$ cat src/rtl/core/sha1_hash_engine_unit_assert.svh
// Assertion macros for the SHA-1 hash engine.
`ifndef SHA1_HASH_ENGINE_UNIT_ASSERT_SVH
`define SHA1_HASH_ENGINE_UNIT_ASSERT_SVH

`ifndef NO_ASSERTIONS

// Check an expression at every clock edge outside reset.
`define SHAHE_ASSERT(lbl, prop, msg) \
  lbl: assert property (@(posedge clk_i) disable iff (!rst_ni) (prop)) else $error(msg);

// Check that a trigger is followed by a consequence in the next cycle.
`define SHAHE_ASSERT_NEXT(lbl, trig, cons, msg) \
  lbl: assert property (@(posedge clk_i) disable iff (!rst_ni) (trig) |=> (cons)) \
    else $error(msg);

`else

`define SHAHE_ASSERT(lbl, prop, msg)
`define SHAHE_ASSERT_NEXT(lbl, trig, cons, msg)

`endif

`endif

$ cat src/rtl/core/sha1he_pkg.sv
// Types and constants of the SHA-1 hash engine.
`default_nettype none

package sha1he_pkg;

  // Initial chaining value
  localparam logic [31:0] INIT_CV [5] = '{
    32'h67452301, 32'hefcdab89, 32'h98badcfe, 32'h10325476, 32'hc3d2e1f0
  };

  // Round constants, one per group of twenty rounds
  localparam logic [31:0] K_R0 = 32'h5a827999;
  localparam logic [31:0] K_R1 = 32'h6ed9eba1;
  localparam logic [31:0] K_R2 = 32'h8f1bbcdc;
  localparam logic [31:0] K_R3 = 32'hca62c1d6;

  // Padding marker byte
  localparam logic [7:0] PAD_MARK = 8'b1000_0000;

  localparam int unsigned ROUNDS     = 80;
  localparam int unsigned LEN_POS    = 56;
  localparam logic [5:0]  LAST_POS   = 6'd63;
  localparam logic [2:0]  LAST_INDEX = 3'd4;

  // Sequencer states
  typedef enum logic [6:0] {
    ST_IDLE  = 7'b000_0001,
    ST_INIT  = 7'b000_0010,
    ST_ROUND = 7'b000_0100,
    ST_ADD   = 7'b000_1000,
    ST_PAD   = 7'b001_0000,
    ST_LEN   = 7'b010_0000,
    ST_OUT   = 7'b100_0000
  } state_e;

  function automatic logic [31:0] rotl(input logic [31:0] x, input int unsigned n);
    rotl = (x << n) | (x >> (32 - n));
  endfunction

endpackage

`default_nettype wire

$ cat src/rtl/core/sha1_hash_engine_unit.sv
// SHA-1 hash engine: byte stream in, five digest words out.
//
//  channel  dir  tdata               tuser           tlast
//  s_axis   in   data_byte[7:0]      byte_valid      end_of_message
//  m_axis   out  digest_word[31:0]   word_index[2:0] last_word
//
// The 64th byte of a block starts a compression (load, 80 rounds through the one
// round datapath, add-back). End of message pads one byte a cycle, pausing while
// a full block is compressed, up to the length field, shifts in 8 length bytes,
// runs one or two compressions, then shows five words, one per accepted request.
// Reset is asynchronous; the input is not ready while a block is compressed,
// padded or the digest drains.
`default_nettype none

`include "sha1_hash_engine_unit_assert.svh"

module sha1_hash_engine_unit (
  input  wire logic        clk_i,
  input  wire logic        rst_ni,
  input  wire logic        s_axis_tvalid,
  output logic             s_axis_tready,
  input  wire logic [7:0]  s_axis_tdata,   // [7:0] data_byte
  input  wire logic        s_axis_tuser,   // [0] byte_valid
  input  wire logic        s_axis_tlast,   // end_of_message
  output logic             m_axis_tvalid,
  input  wire logic        m_axis_tready,
  output logic [31:0]      m_axis_tdata,   // [31:0] digest_word
  output logic [2:0]       m_axis_tuser,   // [2:0] word_index
  output logic             m_axis_tlast    // last_word
);
  import sha1he_pkg::*;

  state_e       state_q, state_d;
  state_e       ret_q, ret_d;
  logic [5:0]   pos_q, pos_d;
  logic [60:0]  cnt_q, cnt_d;
  logic [6:0]   rnd_q, rnd_d;
  logic [2:0]   idx_q, idx_d;
  logic         first_q, first_d;
  logic [31:0]  cv_q [5];
  logic [31:0]  cv_d [5];
  logic [511:0] blk_q, blk_d;
  logic [31:0]  va_q, vb_q, vc_q, vd_q, ve_q;
  logic [31:0]  va_d, vb_d, vc_d, vd_d, ve_d;

  logic         in_acc;
  logic         out_acc;
  logic         shift_en;
  logic [7:0]   shift_byte;
  logic [63:0]  len_bits;
  logic [2:0]   len_sel;
  logic [7:0]   len_byte;
  logic [31:0]  w_cur, w_new;
  logic [31:0]  f_val, k_val, t_val;

  assign in_acc  = s_axis_tvalid && s_axis_tready;
  assign out_acc = m_axis_tvalid && m_axis_tready;

  // Handshake and output drive
  assign s_axis_tready = (state_q == ST_IDLE);
  assign m_axis_tvalid = (state_q == ST_OUT);
  assign m_axis_tdata  = cv_q[0];
  assign m_axis_tuser  = idx_q;
  assign m_axis_tlast  = (idx_q == LAST_INDEX);

  // Length byte for the current position in the last eight bytes
  assign len_bits = {cnt_q, 3'b000};
  assign len_sel  = 3'd7 - pos_q[2:0];
  assign len_byte = len_bits[{len_sel, 3'b000} +: 8];

  // Round datapath: rolling schedule taps and the round function
  assign w_cur = blk_q[511:480];
  assign w_new = rotl(blk_q[95:64] ^ blk_q[255:224] ^ blk_q[447:416] ^ blk_q[511:480], 1);

  always_comb begin
    if (rnd_q < 7'd20) begin
      f_val = (vb_q & vc_q) | (~vb_q & vd_q);
      k_val = K_R0;
    end else if (rnd_q < 7'd40) begin
      f_val = vb_q ^ vc_q ^ vd_q;
      k_val = K_R1;
    end else if (rnd_q < 7'd60) begin
      f_val = (vb_q & vc_q) ^ (vb_q & vd_q) ^ (vc_q & vd_q);
      k_val = K_R2;
    end else begin
      f_val = vb_q ^ vc_q ^ vd_q;
      k_val = K_R3;
    end
  end

  assign t_val = rotl(va_q, 5) + f_val + ve_q + k_val + w_cur;

  // Sequencer
  always_comb begin
    state_d    = state_q;
    ret_d      = ret_q;
    pos_d      = pos_q;
    cnt_d      = cnt_q;
    rnd_d      = rnd_q;
    idx_d      = idx_q;
    first_d    = first_q;
    cv_d       = cv_q;
    blk_d      = blk_q;
    va_d       = va_q;
    vb_d       = vb_q;
    vc_d       = vc_q;
    vd_d       = vd_q;
    ve_d       = ve_q;
    shift_en   = 1'b0;
    shift_byte = '0;

    unique case (state_q)
      ST_IDLE: begin
        if (in_acc) begin
          first_d = s_axis_tlast;
          if (s_axis_tuser) begin
            shift_en   = 1'b1;
            shift_byte = s_axis_tdata;
            cnt_d      = cnt_q + 61'd1;
          end
          if (s_axis_tuser && pos_q == LAST_POS) begin
            state_d = ST_INIT;
            ret_d   = s_axis_tlast ? ST_PAD : ST_IDLE;
          end else if (s_axis_tlast) begin
            state_d = ST_PAD;
          end
        end
      end
      ST_INIT: begin
        va_d    = cv_q[0];
        vb_d    = cv_q[1];
        vc_d    = cv_q[2];
        vd_d    = cv_q[3];
        ve_d    = cv_q[4];
        rnd_d   = '0;
        state_d = ST_ROUND;
      end
      ST_ROUND: begin
        va_d  = t_val;
        vb_d  = va_q;
        vc_d  = rotl(vb_q, 30);
        vd_d  = vc_q;
        ve_d  = vd_q;
        blk_d = {blk_q[479:0], w_new};
        rnd_d = rnd_q + 7'd1;
        if (rnd_q == 7'(ROUNDS - 1)) begin
          rnd_d   = '0;
          state_d = ST_ADD;
        end
      end
      ST_ADD: begin
        cv_d[0] = cv_q[0] + va_q;
        cv_d[1] = cv_q[1] + vb_q;
        cv_d[2] = cv_q[2] + vc_q;
        cv_d[3] = cv_q[3] + vd_q;
        cv_d[4] = cv_q[4] + ve_q;
        state_d = ret_q;
      end
      ST_PAD: begin
        // Marker first, then zeros up to the length field
        if (first_q) begin
          shift_en   = 1'b1;
          shift_byte = PAD_MARK;
          first_d    = 1'b0;
        end else if (pos_q != 6'(LEN_POS)) begin
          shift_en   = 1'b1;
          shift_byte = '0;
        end else begin
          state_d = ST_LEN;
        end
        if (shift_en && pos_q == LAST_POS) begin
          state_d = ST_INIT;
          ret_d   = ST_PAD;
        end
      end
      ST_LEN: begin
        shift_en   = 1'b1;
        shift_byte = len_byte;
        if (pos_q == LAST_POS) begin
          state_d = ST_INIT;
          ret_d   = ST_OUT;
          idx_d   = '0;
        end
      end
      ST_OUT: begin
        // Rotate digest out, refill with the initial value
        if (out_acc) begin
          cv_d[0] = cv_q[1];
          cv_d[1] = cv_q[2];
          cv_d[2] = cv_q[3];
          cv_d[3] = cv_q[4];
          cv_d[4] = INIT_CV[idx_q];
          idx_d   = idx_q + 3'd1;
          if (idx_q == LAST_INDEX) begin
            state_d = ST_IDLE;
            cnt_d   = '0;
            pos_d   = '0;
            idx_d   = '0;
          end
        end
      end
      default: begin
        state_d = ST_IDLE;
      end
    endcase

    // Byte shifter into the block buffer
    if (shift_en) begin
      blk_d = {blk_q[503:0], shift_byte};
      pos_d = pos_q + 6'd1;
    end
  end

  // Control state
  always_ff @(posedge clk_i or negedge rst_ni) begin
    if (!rst_ni) begin
      state_q <= ST_IDLE;
      ret_q   <= ST_IDLE;
      pos_q   <= '0;
      cnt_q   <= '0;
      rnd_q   <= '0;
      idx_q   <= '0;
      first_q <= 1'b0;
      cv_q    <= INIT_CV;
    end else begin
      state_q <= state_d;
      ret_q   <= ret_d;
      pos_q   <= pos_d;
      cnt_q   <= cnt_d;
      rnd_q   <= rnd_d;
      idx_q   <= idx_d;
      first_q <= first_d;
      cv_q    <= cv_d;
    end
  end

  // Block buffer and working variables
  always_ff @(posedge clk_i) begin
    blk_q <= blk_d;
    va_q  <= va_d;
    vb_q  <= vb_d;
    vc_q  <= vc_d;
    vd_q  <= vd_d;
    ve_q  <= ve_d;
  end

  // Checks
  `SHAHE_ASSERT(a_no_overlap, !(s_axis_tready && m_axis_tvalid), "input ready while digest out")
  `SHAHE_ASSERT(a_round_range, rnd_q < 7'(ROUNDS), "round counter out of range")
  `SHAHE_ASSERT_NEXT(a_clear_after_digest, out_acc && m_axis_tlast, s_axis_tready && cnt_q == '0 && pos_q == '0, "count not cleared after digest")

endmodule

`default_nettype wire

$ cat config.mk
export PLATFORM = sky130hd
export DESIGN_NAME = sha1_hash_engine_unit
export DESIGN_NICKNAME = d
export VERILOG_FILES = /design/src/rtl/core/sha1he_pkg.sv /design/src/rtl/core/sha1_hash_engine_unit.sv
export VERILOG_INCLUDE_DIRS = /design/src /design/src/rtl/core
export SDC_FILE = /design/constraint.sdc
export NUM_CORES = 2
export LEC_CHECK = 0
export BUFFER_PORTS_ARGS = -buffer_cell sky130_fd_sc_hd__buf_4
export CORE_ASPECT_RATIO = 1.25
export CORE_UTILIZATION = 40
export DETAILED_ROUTE_END_ITERATION = 10
export PLACE_DENSITY = 0.65
export SLEW_MARGIN = 20
export SYNTH_ARGS = -nofsm -noshare
export SYNTH_HDL_FRONTEND = slang
export SYNTH_SLANG_ARGS = --single-unit
$ cat constraint.sdc
create_clock -name clk_i -period 16.65 [get_ports clk_i]
set_input_delay 2.4975 -clock clk_i [delete_from_list [all_inputs] [get_ports clk_i]]
set_output_delay 2.4975 -clock clk_i [all_outputs]
set_load 0.005 [all_outputs]
======== After elaboration in Yosys (flattened, before gate mapping) ========
Memory sizes are Yosys's and may differ from the RTL's.
Index checks and enable logic that the tools add are counted.
cells by class
  add/subtract/negate cells ............... 14
  $lt $le $gt $ge ......................... 4
  eq/ne operators ......................... 22
  shifts and indexed selects .............. 1
  multiplexer cells ....................... 61
  bitwise gates (word level) .............. 17
  reductions and logical operators ........ 21
operator list
  cell                   count
  $mux 512               2
  $pmux 160 s2           1
  $pmux 32 s2            5
  $add 32x32->32         9
  $mux 61                4
  $mux 32                7
  $xor 32x32->32         7
  $mux 160               1
  $and 32x32->32         4
  $pmux 61 s2            1
  $mux 7                 15
  $shiftx 64x7->8        1
  $add 61x1->61 const B  1
  $pmux 7 s7             1
  $not 32->32            1
  $or 32x1->32           1
  $or 32x30->32          1
  $or 32x32->32          1
  $or 32x5->32           1
  $mux 31                1
  $mux 6                 4
  $mux 8                 3
  $pmux 8 s3             1
  $pmux 7 s3             1
  36 further kinds       66
storage, ports and cells
  bits in registers ....................... 924
  memory bits (read-only) ................. 256
  memories ................................ 1
memory list
  memory            depth  width  rd ports  clocked after memory_dff  wr ports  RTL line                      source
  (name not given)  8      32     1         0                         0         sha1_hash_engine_unit.sv:192  cv_d[4] = INIT_CV[idx_q];

======== Logic depth before layout (Yosys ltp) ========
  word-level depth ........................ 11
  depth in mapped cells ................... 26
  mapped depth without buffers ............ 24

======== Worst setup path before layout ========
No wires, ideal clock.
  path kind ............................... input to register
  start point ............................. in s_axis_tvalid
  end point ............................... reg blk_q[0] (enable)
  setup time .............................. 3.638 ns
  arrival ................................. 11.541 ns
  required time ........................... 13.012 ns
  path slack .............................. 1.471 ns
  cell stages on the path ................. 5
  path buffers ............................ 2
  cell sequence ........................... nand3_1 -> and2_0 -> buf_2 -> clkbuf_1 -> nand2_1
between the ends
  cells in the longest elaborated chain, start to end .. 4
ends and longest elaborated chain
  element                             RTL line                      source
  from (decl)                         sha1_hash_engine_unit.sv:20   input wire logic s_axis_tvalid,
  $logic_and 1x1->1                   sha1_hash_engine_unit.sv:56   assign in_acc = s_axis_tvalid && s_axis_tready;
  $mux 1                              sha1_hash_engine_unit.sv:114  if (in_acc) begin
  $pmux 1 s3                          sha1_hash_engine_unit.sv:112  unique case (state_q)
  $reduce_bool 2->1 (no source line)  -
  to (signal assigned)                sha1_hash_engine_unit.sv:239  blk_q <= blk_d;
  to (decl)                           sha1_hash_engine_unit.sv:42   logic [511:0] blk_q, blk_d;
Every way passes these cells.
A chain may end at the register's enable or synchronous reset.

======== Worst setup path after layout ========
  start point ............................. reg rnd_q[4]
  end point ............................... reg va_q[29], data pin
between the ends
  cells in the longest elaborated chain, start to end .. 9
ends and longest elaborated chain
  element                          RTL line                      source
  from (decl)                      sha1_hash_engine_unit.sv:37   logic [6:0] rnd_q, rnd_d;
  from (signal assigned)           sha1_hash_engine_unit.sv:230  rnd_q <= rnd_d;
  $lt 7x6->1                       sha1_hash_engine_unit.sv:82   end else if (rnd_q < 7'd60) begin
  $mux 32                          sha1_hash_engine_unit.sv:82
  $mux 32                          sha1_hash_engine_unit.sv:79   end else if (rnd_q < 7'd40) begin
  $mux 32                          sha1_hash_engine_unit.sv:76   if (rnd_q < 7'd20) begin
  $add 32x32->32 (2 in a row)      sha1_hash_engine_unit.sv:91   assign t_val = rotl(va_q, 5) + f_val + ve_q + k_val + w_cur;
  $add 32x32->32 (*) (2 in a row)  sha1_hash_engine_unit.sv:91
  $pmux 32 s2 (*)                  sha1_hash_engine_unit.sv:112
  net va_d[29]                     sha1_hash_engine_unit.sv:44   logic [31:0] va_d, vb_d, vc_d, vd_d, ve_d;
  to (signal assigned)             sha1_hash_engine_unit.sv:240  va_q <= va_d;
  to (decl)                        sha1_hash_engine_unit.sv:43   logic [31:0] va_q, vb_q, vc_q, vd_q, ve_q;
The timed path passes the listed nets; every way through them passes the cells marked *.

==> impl_metrics.env <==
export IMPL_htree_levels=3
export IMPL_globalplace_congestion=0.9784
export IMPL_synth_distinct_cells=98
export IMPL_setup_violations_final=0
export IMPL_yosysMostFrequentCell="nand2_1"
export IMPL_antenna_found_initial=4
export IMPL_synth_top_area_share_pct=37.15
export IMPL_yosys_area_top_type="edfxtp_1"
export IMPL_clockRootBuffer="clkbuf_16"
export IMPL_vias=40490
export IMPL_drv_cap=0
export IMPL_critPathTopFamily="compound AO/OA/AOI/OAI gates"
export IMPL_fin_area_um2=59410
export IMPL_cp_max_fo=18
export IMPL_end_kind="register"
export IMPL_worst_slack_ns=8.755
export IMPL_drc=0
export IMPL_synth_ff_type="edfxtp_1"
export IMPL_die_x_um=331.6
export IMPL_numCtsBuffers=100
export IMPL_die_area_um2=137300
export IMPL_p_total_mw=4.828
export IMPL_start_util_pct=40.48
export IMPL_syn_nets=5993
export IMPL_routed_wl_um=152000
export IMPL_finalClockSkew_ns=0.08920
export IMPL_synth_edff_count=672
export IMPL_final_max_slew_violation_count=0
export IMPL_power_density_nw_per_um2=81.26
export IMPL_max_stage_delay_ns=0.83
export IMPL_antennaDiodeCount=0
export IMPL_io_buffer_count=51
export IMPL_synth_common_cells="1,766 x nand2_1, 672 x edfxtp_1, 309 x a21oi_1, 305 x nor2_1, 299 x o21ai_0"
export IMPL_whs_ns=0.4904
export IMPL_placed_area_um2=55880
export IMPL_leakage_nw=25.28
export IMPL_path_clk_slew_ns=0.06
export IMPL_overflow=0
export IMPL_dieHeight_um=414.0
export IMPL_cts_tree="built"
export IMPL_cts_sinks=920
export IMPL_setup_tns_final_ns=0
export IMPL_ys_async_sr_fraction_pct=26.96
export IMPL_drt_iter0_drc=3697
export IMPL_path_cells="a41oi_1 -> nand2_1 -> nand2_1 -> clkinv_1 -> a221oi_1 -> fa_1 -> fa_1 -> fa_1 -> inv_1 -> ha_1 -> inv_1 -> fa_1 -> nor2b_1 -> o21a_1 -> o21ai_0 -> a21oi_1 -> a21o_1 -> a31oi_1 -> o31a_1 -> a21oi_1 -> nor2_1 -> xor2_1 -> o21ai_0"
export IMPL_cp_num_buf_inv=3
export IMPL_fin_crit_ns=7.895
export IMPL_io_pin_count=52
export IMPL_clk_latency_ns=0.77
export IMPL_run_status="finished clean"
export IMPL_hold_class="register to register"
export IMPL_wl_per_cell_um=20.54
export IMPL_worst_pin_slew_ns=1.253
export IMPL_fmax_mhz=126.7
export IMPL_synth_area_leaders="edfxtp_1 37%, nand2_1 12%, dfrtp_1 7.6%"
export IMPL_ir_drop_v=0.00008375
export IMPL_rsz0062_at_grt="no"
export IMPL_vias_per_cell=5.472
export IMPL_grt_pass1_wl_um=231800
export IMPL_grt_pass1_vias=39040
export IMPL_worst_setup_path_type="register to register"
export IMPL_fp_coreArea_um2=134200
export IMPL_crit_path_top_delay_cell="nand2_1"
export IMPL_fin_crit_sh_pct=47.42
export IMPL_cp_arrival_ns=8.38
export IMPL_drive_above_1_share_pct=8.652
export IMPL_pre_cts_ws_ns=8.898
export IMPL_ctsResizeCount=0
export IMPL_syn_inst=5655
export IMPL_synth_warnings=0
export IMPL_syn_area_per_cell_um2=9.606
export IMPL_drtAntennaViolNets=0
export IMPL_slew_limit_headroom_pct=15.94
export IMPL_final_nets=5904
export IMPL_drt_first_pass_iters=7
export IMPL_grt_max_degree=236
export IMPL_worst_setup_path_start_kind="register"
export IMPL_rrSetupSlack_ns=8.76
export IMPL_ys_seq_area_share_pct=48.76
export IMPL_cp_common_cell="fa_1"
export IMPL_syn2layout_area_growth_pct=9.363
export IMPL_fp_row_count=150
export IMPL_hold_violations=0
export IMPL_syn_area_um2=54320
export IMPL_worstPathRequired_ns=17.13
export IMPL_grtUsageTotal_pct=21.65
export IMPL_synth_seq_cells=920
export IMPL_post_cts_setup_buffers=0
export IMPL_ctsHoldBuffers=0
export IMPL_cts_buffer_depth=3
export IMPL_place_hpwl_um=107500
state kept, by name (all words and copies together) (netlist names):
name / cells
ve_q: 32
vc_q: 32
pos_q: 6
cnt_q: 61
cv_q: 128
ret_q: 3
vd_q: 32
blk_q: 512
rnd_q: 7
va_q: 32
state_q: 7
vb_q: 32
m_axis_tdata: 32
first_q: 1
m_axis_tuser: 3
power breakdown:
| group | total, mW | switching [mW] | internal, mW |
|---|---|---|---|
| sequential | 2.44 | 0 | 2.44 |
| clock | 2.37 | 1.01 | 1.36 |
| combinational | 0.0186 | 0.0158 | 0.00282 |
| total | 4.83 | 1.03 | 3.80 |
cells in the final DEF (no fill, tap or decap), drive strengths merged, types with 26 or more instances in the layout:
cell type  count
o21ai        309
a31oi         48
ha           199
nand2b        29
nand3         58
xnor2        201
mux2i         46
edfxtp       672
a21o          98
a211oi        27
fa           125
dfstp         82
nor2b         34
clkbuf       110
clkinv        54
mux2          94
buf           86
inv          280
a21oi        311
nor3          40
o21a          26
nor2         308
nand4         29
and3          49
nand2       1770
dfrtp        166
xor2          87
or3           28
worst paths after layout:
| check | startpoint | endpoint | cells after the start |
|---|---|---|---|
| hold reg to reg | pos_q[5] | pos_q[5] | 1 |
| setup reg to reg | rnd_q[4] | va_q[29] | 23 |
| max in group asynchronous | rst_ni | cnt_q[35] | 2 |
| setup / recovery | rnd_q[4] | va_q[29] | 23 |
| hold / removal | pos_q[5] | pos_q[5] | 1 |
| min in group asynchronous | rst_ni | cv_q[102] | 1 |
logic make-up after synthesis:
group | Yosys count | synth area share, %
mux | 153 | 3.335
xor+xnor | 288 | 4.644
fa+ha+maj | 324 | 9.191
compound gates | 1011 | 11.45
flops | 920 | 48.76
simple gates | 2402 | 18.14
buf+inv | 557 | 4.482
through the flow:
step           util (%)  std cells
2_1_floorplan         -       5655
3_3_place_gp      41.64       7211
3_5_place_dp      41.64       7211
4_1_cts           44.25       7399
5_1_grt           44.27       7400
6_report          44.27       7400
layout make-up:
| type | instances | area [µm²] |
|---|---|---|
| timing repair buffer | 86 | 723.2 |
| multi-input combinational | 4178 | 25450 |
| tap | 1748 | 2187 |
| clock buffer | 110 | 2540 |
| fill | 12770 | 74790 |
| sequential | 920 | 26490 |
| clock inverter | 78 | 958.4 |
| inverter | 280 | 1059 |
worst reg2reg max path, cell delays in order (launching register included):
cell	delay, ns
dfrtp_1	0.48
a41oi_1	0.76
nand2_1	0.83
nand2_1	0.29
clkinv_1	0.59
a221oi_1	0.51
fa_1	0.50
fa_1	0.54
fa_1	0.42
inv_1	0.07
ha_1	0.16
inv_1	0.06
fa_1	0.40
nor2b_1	0.13
o21a_1	0.16
o21ai_0	0.12
a21oi_1	0.39
a21o_1	0.24
a31oi_1	0.19
o31a_1	0.37
a21oi_1	0.14
nor2_1	0.06
xor2_1	0.14
o21ai_0	0.10
metal layers:
metal	up-vias	track usage (%)	share of wire, %
li1	19150	-	-
met1	19810	26.56	40
met5	-	0	0.0046
met4	2	13.35	6.6
met2	1176	35.80	48
met3	362	3.343	5.6
No activity file was read; power rests on OpenSTA's default activity.
